[src/rrb_pkg.sv]
// Shared types and constants for the RGBA region blend blitter.
// Used by every module under src; depends on nothing else.
`timescale 1ns / 1ps
`default_nettype none
package rrb_pkg;

    localparam int CfgW     = 11;
    localparam int CfgIdxW  = 3;
    localparam int PosW     = 10;
    localparam int ChanW    = 8;
    localparam int AddrW    = 20;
    localparam int InDataW  = 88;
    localparam int OutDataW = 56;

    typedef enum logic [CfgIdxW-1:0] {
        REG_DEST_X     = 3'd0,
        REG_DEST_Y     = 3'd1,
        REG_SRC_WIDTH  = 3'd2,
        REG_SRC_HEIGHT = 3'd3,
        REG_FRAME_DIM  = 3'd4,
        REG_BLEND_MODE = 3'd5
    } rrb_reg_t;

    typedef enum logic [1:0] {
        BLEND_REPLACE = 2'd0,
        BLEND_SAT_ADD = 2'd1,
        BLEND_ALPHA   = 2'd2
    } rrb_blend_t;

    // Channel order within a pixel: 0 red, 1 green, 2 blue, 3 alpha.
    typedef logic [3:0][ChanW-1:0] rrb_pixel_t;

    typedef struct packed {
        logic signed [CfgW-1:0] dest_x;
        logic signed [CfgW-1:0] dest_y;
        logic [CfgW-1:0]        src_width;
        logic [CfgW-1:0]        src_height;
        logic [CfgW-1:0]        dim;         // frame_dim clamped to MAX_DIM
        logic [1:0]             blend_mode;
    } rrb_cfg_t;

    typedef struct packed {
        logic ld1;
        logic ld2;
        logic ld3;
    } rrb_stage_en_t;

endpackage
`default_nettype wire

[src/rrb_cfg.sv]
// Configuration register file of the blitter stage.
// Depends on rrb_pkg for the register indexes and the config struct.
`timescale 1ns / 1ps
`default_nettype none
module rrb_cfg #(
    parameter int MAX_DIM = 1024
) (
    input  wire logic                         aclk,
    input  wire logic                         aresetn,
    input  wire logic                         cfg_valid,
    output logic                              cfg_ready,
    input  wire logic [rrb_pkg::CfgIdxW-1:0]  cfg_index,
    input  wire logic [rrb_pkg::CfgW-1:0]     cfg_data,
    output rrb_pkg::rrb_cfg_t                 cfg
);

    localparam int          DimCmpW   = 14;
    localparam logic [DimCmpW-1:0] MaxDimC = DimCmpW'(MAX_DIM);
    localparam int          ResetDim  = (MAX_DIM < 1024) ? MAX_DIM : 1024;

    rrb_pkg::rrb_cfg_t cfg_reg;
    rrb_pkg::rrb_cfg_t cfg_next;
    logic [rrb_pkg::CfgW-1:0] dim_clamped;

    assign cfg_ready = 1'b1;
    assign cfg       = cfg_reg;

    // Clamp the frame size once, at write time.
    always_comb begin
        if ({{(DimCmpW-rrb_pkg::CfgW){1'b0}}, cfg_data} > MaxDimC) begin
            dim_clamped = MaxDimC[rrb_pkg::CfgW-1:0];
        end else begin
            dim_clamped = cfg_data;
        end
    end

    always_comb begin
        cfg_next = cfg_reg;
        if (cfg_valid && cfg_ready) begin
            unique case (cfg_index)
                rrb_pkg::REG_DEST_X:     cfg_next.dest_x     = $signed(cfg_data);
                rrb_pkg::REG_DEST_Y:     cfg_next.dest_y     = $signed(cfg_data);
                rrb_pkg::REG_SRC_WIDTH:  cfg_next.src_width  = cfg_data;
                rrb_pkg::REG_SRC_HEIGHT: cfg_next.src_height = cfg_data;
                rrb_pkg::REG_FRAME_DIM:  cfg_next.dim        = dim_clamped;
                rrb_pkg::REG_BLEND_MODE: cfg_next.blend_mode = cfg_data[1:0];
                default: begin
                end
            endcase
        end
    end

    always_ff @(posedge aclk) begin
        if (!aresetn) begin
            cfg_reg.dest_x     <= '0;
            cfg_reg.dest_y     <= '0;
            cfg_reg.src_width  <= '0;
            cfg_reg.src_height <= '0;
            cfg_reg.dim        <= rrb_pkg::CfgW'(ResetDim);
            cfg_reg.blend_mode <= rrb_pkg::BLEND_ALPHA;
        end else begin
            cfg_reg <= cfg_next;
        end
    end

endmodule
`default_nettype wire

[src/rrb_geom.sv]
// Position, clipping and address pipeline, three register stages.
// Depends on rrb_pkg; stage loads come from the top level.
`timescale 1ns / 1ps
`default_nettype none
module rrb_geom (
    input  wire logic                        aclk,
    input  wire rrb_pkg::rrb_stage_en_t      en,
    input  wire rrb_pkg::rrb_cfg_t           cfg,
    input  wire logic [rrb_pkg::PosW-1:0]    src_col,
    input  wire logic [rrb_pkg::PosW-1:0]    src_row,
    output logic                             ok_s2,
    output logic                             write_enable,
    output logic [rrb_pkg::AddrW-1:0]        pixel_address
);

    localparam int TW = rrb_pkg::CfgW + 1;
    localparam int PW = 2 * rrb_pkg::CfgW;

    // stage 1
    logic signed [TW-1:0] tx_reg, tx_next;
    logic signed [TW-1:0] ty_reg, ty_next;
    logic                 in_src_reg, in_src_next;
    // stage 2
    logic [rrb_pkg::CfgW-1:0] tx2_reg;
    logic [PW-1:0]            prod_reg, prod_next;
    logic                     ok2_reg, ok2_next;
    // stage 3
    logic                     we_reg, we_next;
    logic [rrb_pkg::AddrW-1:0] addr_reg, addr_next;

    always_comb begin
        tx_next = $signed({cfg.dest_x[rrb_pkg::CfgW-1], cfg.dest_x})
                + $signed({2'b00, src_col});
        ty_next = $signed({cfg.dest_y[rrb_pkg::CfgW-1], cfg.dest_y})
                + $signed({2'b00, src_row});
        in_src_next = ({1'b0, src_col} < cfg.src_width)
                   && ({1'b0, src_row} < cfg.src_height);
    end

    always_comb begin
        ok2_next = in_src_reg && !tx_reg[TW-1] && !ty_reg[TW-1]
                && (tx_reg[TW-2:0] < cfg.dim) && (ty_reg[TW-2:0] < cfg.dim);
        prod_next = ty_reg[TW-2:0] * cfg.dim;
    end

    always_comb begin
        we_next   = ok2_reg;
        addr_next = '0;
        if (ok2_reg) begin
            addr_next = prod_reg[rrb_pkg::AddrW-1:0]
                      + {{(rrb_pkg::AddrW-rrb_pkg::CfgW){1'b0}}, tx2_reg};
        end
    end

    always_ff @(posedge aclk) begin
        if (en.ld1) begin
            tx_reg     <= tx_next;
            ty_reg     <= ty_next;
            in_src_reg <= in_src_next;
        end
        if (en.ld2) begin
            tx2_reg  <= tx_reg[TW-2:0];
            prod_reg <= prod_next;
            ok2_reg  <= ok2_next;
        end
        if (en.ld3) begin
            we_reg   <= we_next;
            addr_reg <= addr_next;
        end
    end

    assign ok_s2         = ok2_reg;
    assign write_enable  = we_reg;
    assign pixel_address = addr_reg;

endmodule
`default_nettype wire

[src/rrb_blend.sv]
// Colour pipeline: replace, saturating add or source-alpha blend.
// Depends on rrb_pkg; three register stages in step with rrb_geom.
`timescale 1ns / 1ps
`default_nettype none
module rrb_blend (
    input  wire logic                     aclk,
    input  wire rrb_pkg::rrb_stage_en_t   en,
    input  wire rrb_pkg::rrb_cfg_t        cfg,
    input  wire rrb_pkg::rrb_pixel_t      src_px,
    input  wire rrb_pkg::rrb_pixel_t      dst_px,
    input  wire logic                     ok_s2,
    output rrb_pkg::rrb_pixel_t           out_px
);

    localparam int CW = rrb_pkg::ChanW;
    localparam int MW = 2 * CW;
    localparam logic [CW-1:0] Full = {CW{1'b1}};

    // stage 1: products
    logic [2:0][MW-1:0]  pa_reg, pa_next;
    logic [2:0][MW-1:0]  pb_reg, pb_next;
    rrb_pkg::rrb_pixel_t src1_reg, dst1_reg;
    // stage 2: sums
    logic [2:0][MW-1:0]  sum_reg, sum_next;
    rrb_pkg::rrb_pixel_t src2_reg, dst2_reg;
    // stage 3: result
    rrb_pkg::rrb_pixel_t out_reg, out_next;

    logic [CW-1:0] inv_alpha;
    logic [2:0][CW-1:0] quot;
    logic [3:0][CW-1:0] sat;
    logic [MW:0]   div_acc [3];
    logic [CW:0]   add_sum [4];

    assign inv_alpha = Full - src_px[3];

    always_comb begin
        for (int i = 0; i < 3; i++) begin
            pa_next[i] = src_px[i] * src_px[3];
            pb_next[i] = dst_px[i] * inv_alpha;
        end
    end

    always_comb begin
        for (int i = 0; i < 3; i++) begin
            sum_next[i] = pa_reg[i] + pb_reg[i];
        end
    end

    // Divide by 255: exact for sums up to 255 * 255.
    always_comb begin
        for (int i = 0; i < 3; i++) begin
            div_acc[i] = {1'b0, sum_reg[i]} + {{(CW+1){1'b0}}, sum_reg[i][MW-1:CW]}
                       + (MW+1)'(1);
            quot[i]    = div_acc[i][MW-1:CW];
        end
        for (int i = 0; i < 4; i++) begin
            add_sum[i] = {1'b0, src2_reg[i]} + {1'b0, dst2_reg[i]};
            sat[i]     = add_sum[i][CW] ? Full : add_sum[i][CW-1:0];
        end
    end

    always_comb begin
        out_next = '0;
        if (ok_s2) begin
            case (cfg.blend_mode)
                rrb_pkg::BLEND_REPLACE: out_next = src2_reg;
                rrb_pkg::BLEND_SAT_ADD: out_next = sat;
                default: begin
                    out_next[0] = quot[0];
                    out_next[1] = quot[1];
                    out_next[2] = quot[2];
                    out_next[3] = src2_reg[3];
                end
            endcase
        end
    end

    always_ff @(posedge aclk) begin
        if (en.ld1) begin
            pa_reg   <= pa_next;
            pb_reg   <= pb_next;
            src1_reg <= src_px;
            dst1_reg <= dst_px;
        end
        if (en.ld2) begin
            sum_reg  <= sum_next;
            src2_reg <= src1_reg;
            dst2_reg <= dst1_reg;
        end
        if (en.ld3) begin
            out_reg <= out_next;
        end
    end

    assign out_px = out_reg;

endmodule
`default_nettype wire

[src/rgba_region_blend_blit.sv]
// Top level of the RGBA region blend blitter: stage valid bits and loads,
// config file, geometry and colour pipelines. Depends on rrb_pkg and all rrb_* modules.
//
//   channel   ports          request contents
//   input     s_t*           one source pixel, its position and the destination pixel
//   output    m_t*           write enable, frame address and colour to write
//   config    cfg_*          register index and write data
//
// One pixel per clock while m_tready lets the output stage advance; an accepted request
// moves through stage 1 and stage 2 into the output stage, whose valid bit is m_tvalid.
// There are three register stages: sum/product, multiply/add, divide/select.
// aresetn (synchronous) clears valid bits and the config registers to their defaults.
// With m_tready low the last stage holds; earlier stages keep filling until full.
`timescale 1ns / 1ps
`default_nettype none
module rgba_region_blend_blit #(
    parameter int MAX_DIM = 1024
) (
    input  wire logic                          aclk,
    input  wire logic                          aresetn,
    input  wire logic                          s_tvalid,
    output logic                               s_tready,
    // [9:0] src_col, [19:10] src_row, [27:20] src_red, [35:28] src_green,
    // [43:36] src_blue, [51:44] src_alpha, [59:52] dst_red, [67:60] dst_green,
    // [75:68] dst_blue, [83:76] dst_alpha, [87:84] zero
    input  wire logic [rrb_pkg::InDataW-1:0]   s_tdata,
    output logic                               m_tvalid,
    input  wire logic                          m_tready,
    // [0] write_enable, [20:1] pixel_address, [28:21] out_red, [36:29] out_green,
    // [44:37] out_blue, [52:45] out_alpha, [55:53] zero
    output logic [rrb_pkg::OutDataW-1:0]       m_tdata,
    input  wire logic                          cfg_valid,
    output logic                               cfg_ready,
    input  wire logic [rrb_pkg::CfgIdxW-1:0]   cfg_index,
    input  wire logic [rrb_pkg::CfgW-1:0]      cfg_data
);

    rrb_pkg::rrb_cfg_t      cfg;
    rrb_pkg::rrb_stage_en_t en;

    logic v1_reg, v1_next;
    logic v2_reg, v2_next;
    logic v3_reg, v3_next;

    logic                          ok_s2;
    logic                          write_enable;
    logic [rrb_pkg::AddrW-1:0]     pixel_address;
    rrb_pkg::rrb_pixel_t           out_px;

    // advance a stage when it is empty or its successor advances
    always_comb begin
        en.ld3 = !v3_reg || m_tready;
        en.ld2 = !v2_reg || en.ld3;
        en.ld1 = !v1_reg || en.ld2;
    end

    assign s_tready = en.ld1;

    always_comb begin
        v1_next = en.ld1 ? s_tvalid : v1_reg;
        v2_next = en.ld2 ? v1_reg   : v2_reg;
        v3_next = en.ld3 ? v2_reg   : v3_reg;
    end

    always_ff @(posedge aclk) begin
        if (!aresetn) begin
            v1_reg <= 1'b0;
            v2_reg <= 1'b0;
            v3_reg <= 1'b0;
        end else begin
            v1_reg <= v1_next;
            v2_reg <= v2_next;
            v3_reg <= v3_next;
        end
    end

    rrb_cfg #(
        .MAX_DIM (MAX_DIM)
    ) u_cfg (
        .aclk      (aclk),
        .aresetn   (aresetn),
        .cfg_valid (cfg_valid),
        .cfg_ready (cfg_ready),
        .cfg_index (cfg_index),
        .cfg_data  (cfg_data),
        .cfg       (cfg)
    );

    rrb_geom u_geom (
        .aclk          (aclk),
        .en            (en),
        .cfg           (cfg),
        .src_col       (s_tdata[9:0]),
        .src_row       (s_tdata[19:10]),
        .ok_s2         (ok_s2),
        .write_enable  (write_enable),
        .pixel_address (pixel_address)
    );

    rrb_blend u_blend (
        .aclk   (aclk),
        .en     (en),
        .cfg    (cfg),
        .src_px (s_tdata[51:20]),
        .dst_px (s_tdata[83:52]),
        .ok_s2  (ok_s2),
        .out_px (out_px)
    );

    assign m_tvalid = v3_reg;
    assign m_tdata  = {3'b000, out_px, pixel_address, write_enable};

`ifndef NO_ASSERTIONS
    a_accept_lands: assert property (@(posedge aclk) disable iff (!aresetn)
        s_tvalid && s_tready |=> v1_reg)
        else $error("accepted request did not enter stage 1");

    a_stage2_moves: assert property (@(posedge aclk) disable iff (!aresetn)
        v2_reg && en.ld3 |=> v3_reg)
        else $error("stage 2 request lost on its way to the output");

    a_stall_holds: assert property (@(posedge aclk) disable iff (!aresetn)
        v3_reg && !m_tready |=> v3_reg && $stable(m_tdata))
        else $error("output stage changed under stall");

    a_drop_zero: assert property (@(posedge aclk) disable iff (!aresetn)
        m_tvalid && !m_tdata[0] |-> m_tdata[52:1] == '0)
        else $error("dropped pixel carries nonzero address or colour");
`endif

endmodule
`default_nettype wire

[config.mk]
export PLATFORM = sky130hd
export DESIGN_NAME = rgba_region_blend_blit
export DESIGN_NICKNAME = d
export VERILOG_FILES = /design/src/rrb_pkg.sv /design/src/rrb_cfg.sv /design/src/rrb_geom.sv /design/src/rrb_blend.sv /design/src/rgba_region_blend_blit.sv
export SDC_FILE = /design/constraint.sdc
export NUM_CORES = 2
export LEC_CHECK = 0
export BUFFER_PORTS_ARGS = -buffer_cell sky130_fd_sc_hd__buf_2
export CAP_MARGIN = 20
export CORE_ASPECT_RATIO = 1.25
export CORE_MARGIN = 2
export CORE_UTILIZATION = 50
export CTS_BUF_LIST = sky130_fd_sc_hd__clkbuf_16
export CTS_CLUSTER_DIAMETER = 40
export DETAILED_ROUTE_END_ITERATION = 6
export GPL_TIMING_DRIVEN = 0
export PLACE_DENSITY = 0.78
export SETUP_SLACK_MARGIN = 0.05
export SYNTH_ARGS = -nofsm -noshare
export SYNTH_HDL_FRONTEND = slang
export SYNTH_SLANG_ARGS = --single-unit
[constraint.sdc]
create_clock -name aclk -period 14.53 [get_ports aclk]
set_input_delay 2.1795 -clock aclk [delete_from_list [all_inputs] [get_ports aclk]]
set_output_delay 2.1795 -clock aclk [all_outputs]
set_load 0.05 [all_outputs]
==> results.txt <==
----------------------------------------------------
[Route]
  Post-DR vias/cell ... 5.47
  DRC ... 0
  Per-cell routed wire length ... ~19 um
  1st-pass router iterations ... 5
  Residual antenna-violating net count after detailed routing ... 0
  Overall via count from detail_route ... ~26000
  Total Routed Length ... slightly below 90000 um
  Iteration-0 DRC Markers ... 1752

[Floorplanning]
  Die outline area ... ~76000 sq um
  Overall die width ... approximately 250 um
  Vertical extent of the die ... 308 um
  Effective utilization at floorplan ... between 50% and 60%
  Area of the core ... between 70000 and 80000 sq um
  I/O pins ... between 150 and 200
  Row count ... roughly 110

[Cells and area]
  Nets ... between 4000 and 5000
  Share of the core filled with cells ... a little under three fifths
  Flip-flop count of the largest register after layout ... 57
  Area Growth Syn to Fin ... 11.3%
  FILL cells ... a little over 6000
  Post-layout instance count excluding filler cells ... 4702
  Share of cells above drive strength 1 ... 8.08%

[Clocking]
  Clock Tree Buf Depth ... 3
  Number of buffers inserted by hold repair at cts ... 0
  Count of H-tree levels built during CTS ... 2
  TritonCTS clock tree ... built
  Setup fix buffers added after clock tree synthesis ... 0
  Resized Gates After CTS ... 0
  Clock buffers created by TritonCTS ... 60
  Root buffer cell ... sky130_fd_sc_hd__clkbuf_16
  Clock transition at the registers of the reported paths ... about 0.060 ns
  CTS sink count ... 442
  Worst skew pair latency ... around 0.63 ns

[Timing]
  Setup repair after global routing missed its margin ... false
  Worst Max-Slew Pin Slew ... 0.979 ns
  Highest Clock Rate ... 135 MHz
  Slew Limit Headroom ... 34.7%
  Final min period ... ~7.4 ns
  Fin crit share ... between 50% and 60%
  Setup-violating endpoint count in the final report ... 0
  Total Neg Setup Slack ... 0 ns
  Final hold violation count ... 0
  Final slew viol count ... 0
  Worst path setup slack after routing ... 7.12 ns
  Layout Skew ... ~0.040 ns

[GRT]
  Total GRT Usage ... approximately a quarter
  Final global-route overflow total ... 0
  Wire length of the first global-routing pass ... around 140000 um
  Via count of the first global-routing pass ... roughly 26000
  Antenna violations before repair ... 8
  Pin count of the biggest net entering global routing ... 52

[Critical path]
  Start-to-end type of the worst setup path ... in2reg
  Critical path, cell by cell ... buf_2 > clkbuf_1 > clkbuf_1 > nand2_1 > fa_1 > fa_1 > fa_1 > inv_1 > fa_1 > ha_1 > or3_1 > o21ai_0 > a21oi_1 > and4_1 > a2111oi_4 > a21oi_1 > xnor2_1
  R2R Setup Slk ... between 8 and 9 ns
  Cell repeated most along the worst path ... sky130_fd_sc_hd__fa_1
  Worst path bufs/invs ... 4
  Count of cells along the worst register-to-register path ... 18
  Crit end category ... flip-flop
  Beginning of the worst register-to-register path ... u_geom.ty_reg[4]$_DFFE_PP_
  Delay contributed by the slowest stage of the critical path ... 0.76 ns
  Library cell contributing the largest single delay on the critical path ... sky130_fd_sc_hd__clkbuf_1
  End of the worst register-to-register path ... u_geom.prod_reg[16]$_DFFE_PP_
  Req. time, crit path ... approximately 15 ns
  Max Fanout on Critical Path ... 10
  Crit path launch type ... input pin
  Critical path data arrival time ... about 7.8 ns
  Cell family contributing the most delay on the critical path ... adder cells
  Beginning of the critical path ... s_tdata[48]

[Logic synthesis]
  Number of unique standard cell types used by synthesis ... slightly above 70
  Number of flip-flops and latches in the synthesized netlist ... 442
  Async S/R FF share, synth ... 0%
  Most common library cells after synthesis ... sky130_fd_sc_hd__inv_1, sky130_fd_sc_hd__ha_1, sky130_fd_sc_hd__edfxtp_1
  Primary FF master, synth ... sky130_fd_sc_hd__edfxtp_1
  Yosys warning count ... 0
  Cell types occupying the most area after synthesis ... sky130_fd_sc_hd__edfxtp_1, sky130_fd_sc_hd__fa_1, sky130_fd_sc_hd__ha_1
  Mean instance size in the synthesized netlist ... between 10 and 15 sq um
  Proportion of synthesized chip area in sequential cells ... between 30% and 40%
  Post-synth EDFFs ... roughly 380
  Cell area after technology mapping ... 36900 sq um
  Cell count after synthesis ... about 3500
  Most frequent cell after synthesis ... sky130_fd_sc_hd__inv_1
  Post-synth top area share ... a little under a third
  Cell type with the highest aggregate area in the netlist ... sky130_fd_sc_hd__edfxtp_1

[Pwr]
  Leakage power figure ... approximately 19 nW
  Power density normalized to cell area ... between 100 and 150 nW/um^2
  Max rail drop VDD ... between 0.0001 and 0.00015 V

[Placed design]
  RD Place Congestion ... roughly 0.89
  Count of buffers inserted at the top-level ports ... between 150 and 200
  Final HPWL from detailed placement ... slightly below 70000 um
  Dpl cells ... between 4000 and 5000
  Post-Place Setup Slack ... approximately 6.6 ns

[Run status]
  Result of the run ... completed

[Hold path]
  Worst hold path stage count ... 0
  Hold Path Origin ... u_blend.dst1_reg[23]$_DFFE_PP_
  Hold endpoint ... u_blend.dst2_reg[23]$_DFFE_PP_
  Classification of the worst-slack hold path ... reg2reg

[Job]
  Total of max-cap violations ... 0

----------------------------------------------------
## worst max-delay path by stage
| stage | cells after the start | endpoint | slack (ns) |
|---|---|---|---|
| after floorplan | 2 | s_tready | 5.45 |
| after global routing | 19 | u_blend.pa_reg[47]$_DFFE_PP_ | 6.96 |
| final | 17 | u_blend.pa_reg[15]$_DFFE_PP_ | 7.12 |
| after global placement | 4 | s_tready | 1.63 |
| after detailed placement | 17 | u_blend.pa_reg[15]$_DFFE_PP_ | 6.61 |
| after CTS | 17 | u_blend.pa_reg[15]$_DFFE_PP_ | 7.28 |
## cell families after synthesis
| group | count (synthesis) | share of synthesized area (%) |
|---|---|---|
| compound gates | 508 | 9.46 |
| xor+xnor | 188 | 4.46 |
| fa+ha+maj | 748 | 31.6 |
| buf+inv | 586 | 6.01 |
| flops | 442 | 34.3 |
| mux | 10 | 0.278 |
| other cells | 2 | 0.0204 |
| simple gates | 978 | 13.9 |
## metal layers
layer | vias to the layer above | GRT usage [%] | part of all wire, %
met3 | 234 | 2.98 | 5.6
li1 | 12000 | - | -
met1 | 12600 | 27.4 | 38
met4 | 2 | 13.1 | 6.2
met5 | - | 0 | 0.015
met2 | 839 | 41.9 | 50
## layout make-up
type / instances / area (sq um) / share of cell area [%]
Antenna cell: 6 / 15.0 / 0.0366
Tap cell: 960 / 1200 / 2.92
Clock inverter: 48 / 455 / 1.11
Timing Repair Buffer: 162 / 923 / 2.25
Buffer: 98 / 387 / 0.941
Sequential cell: 442 / 12700 / 30.8
Inverter: 488 / 1830 / 4.46
Clock buffer: 62 / 1550 / 3.78
Multi-Input combinational cell: 2436 / 22000 / 53.7
## worst register-to-register path: cells and delay by family (launching register included)
family / cells / cell delay (ns)
AO/OA/AOI/OAI: 6 / 1.15
XOR/XNOR: 1 / 0.09
adder cells (fa/ha/maj): 6 / 2.73
buffers and inverters: 3 / 0.54
flip-flops: 1 / 0.47
AND/OR/NAND/NOR: 2 / 0.41
## metrics by stage
| step | hold slack (ns) | power, W | instance area [sq um] |
|---|---|---|---|
| CTS | 0.410 | 0.00582 | 41100 |
| finish | 0.410 | 0.00579 | 41100 |
| global route | 0.414 | 0.00620 | 41100 |
| global placement | 0.401 | 0.00426 | 38900 |
| floorplan | 0.400 | 0.00375 | 36900 |
| detailed placement | 0.405 | 0.00435 | 39100 |
## where the power goes
group | switching, W | internal [W]
clock network | 0.000602 | 0.000833
registers | 0.000138 | 0.00176
logic | 0.00138 | 0.00108
## placed cells by master (no fill, tap or decap), types with 99 or more instances in the layout
master	Yosys	routed
sky130_fd_sc_hd__a21oi_1	136	136
sky130_fd_sc_hd__and2_1	167	167
sky130_fd_sc_hd__buf_2	0	156
sky130_fd_sc_hd__edfxtp_1	382	382
sky130_fd_sc_hd__fa_1	305	305
sky130_fd_sc_hd__ha_1	443	443
sky130_fd_sc_hd__inv_1	488	493
sky130_fd_sc_hd__nand2_1	298	297
sky130_fd_sc_hd__nand2b_1	127	127
sky130_fd_sc_hd__nor2_1	99	99
sky130_fd_sc_hd__nor2b_1	148	148
sky130_fd_sc_hd__xnor2_1	140	140
(Power assumes the default switching activity.)
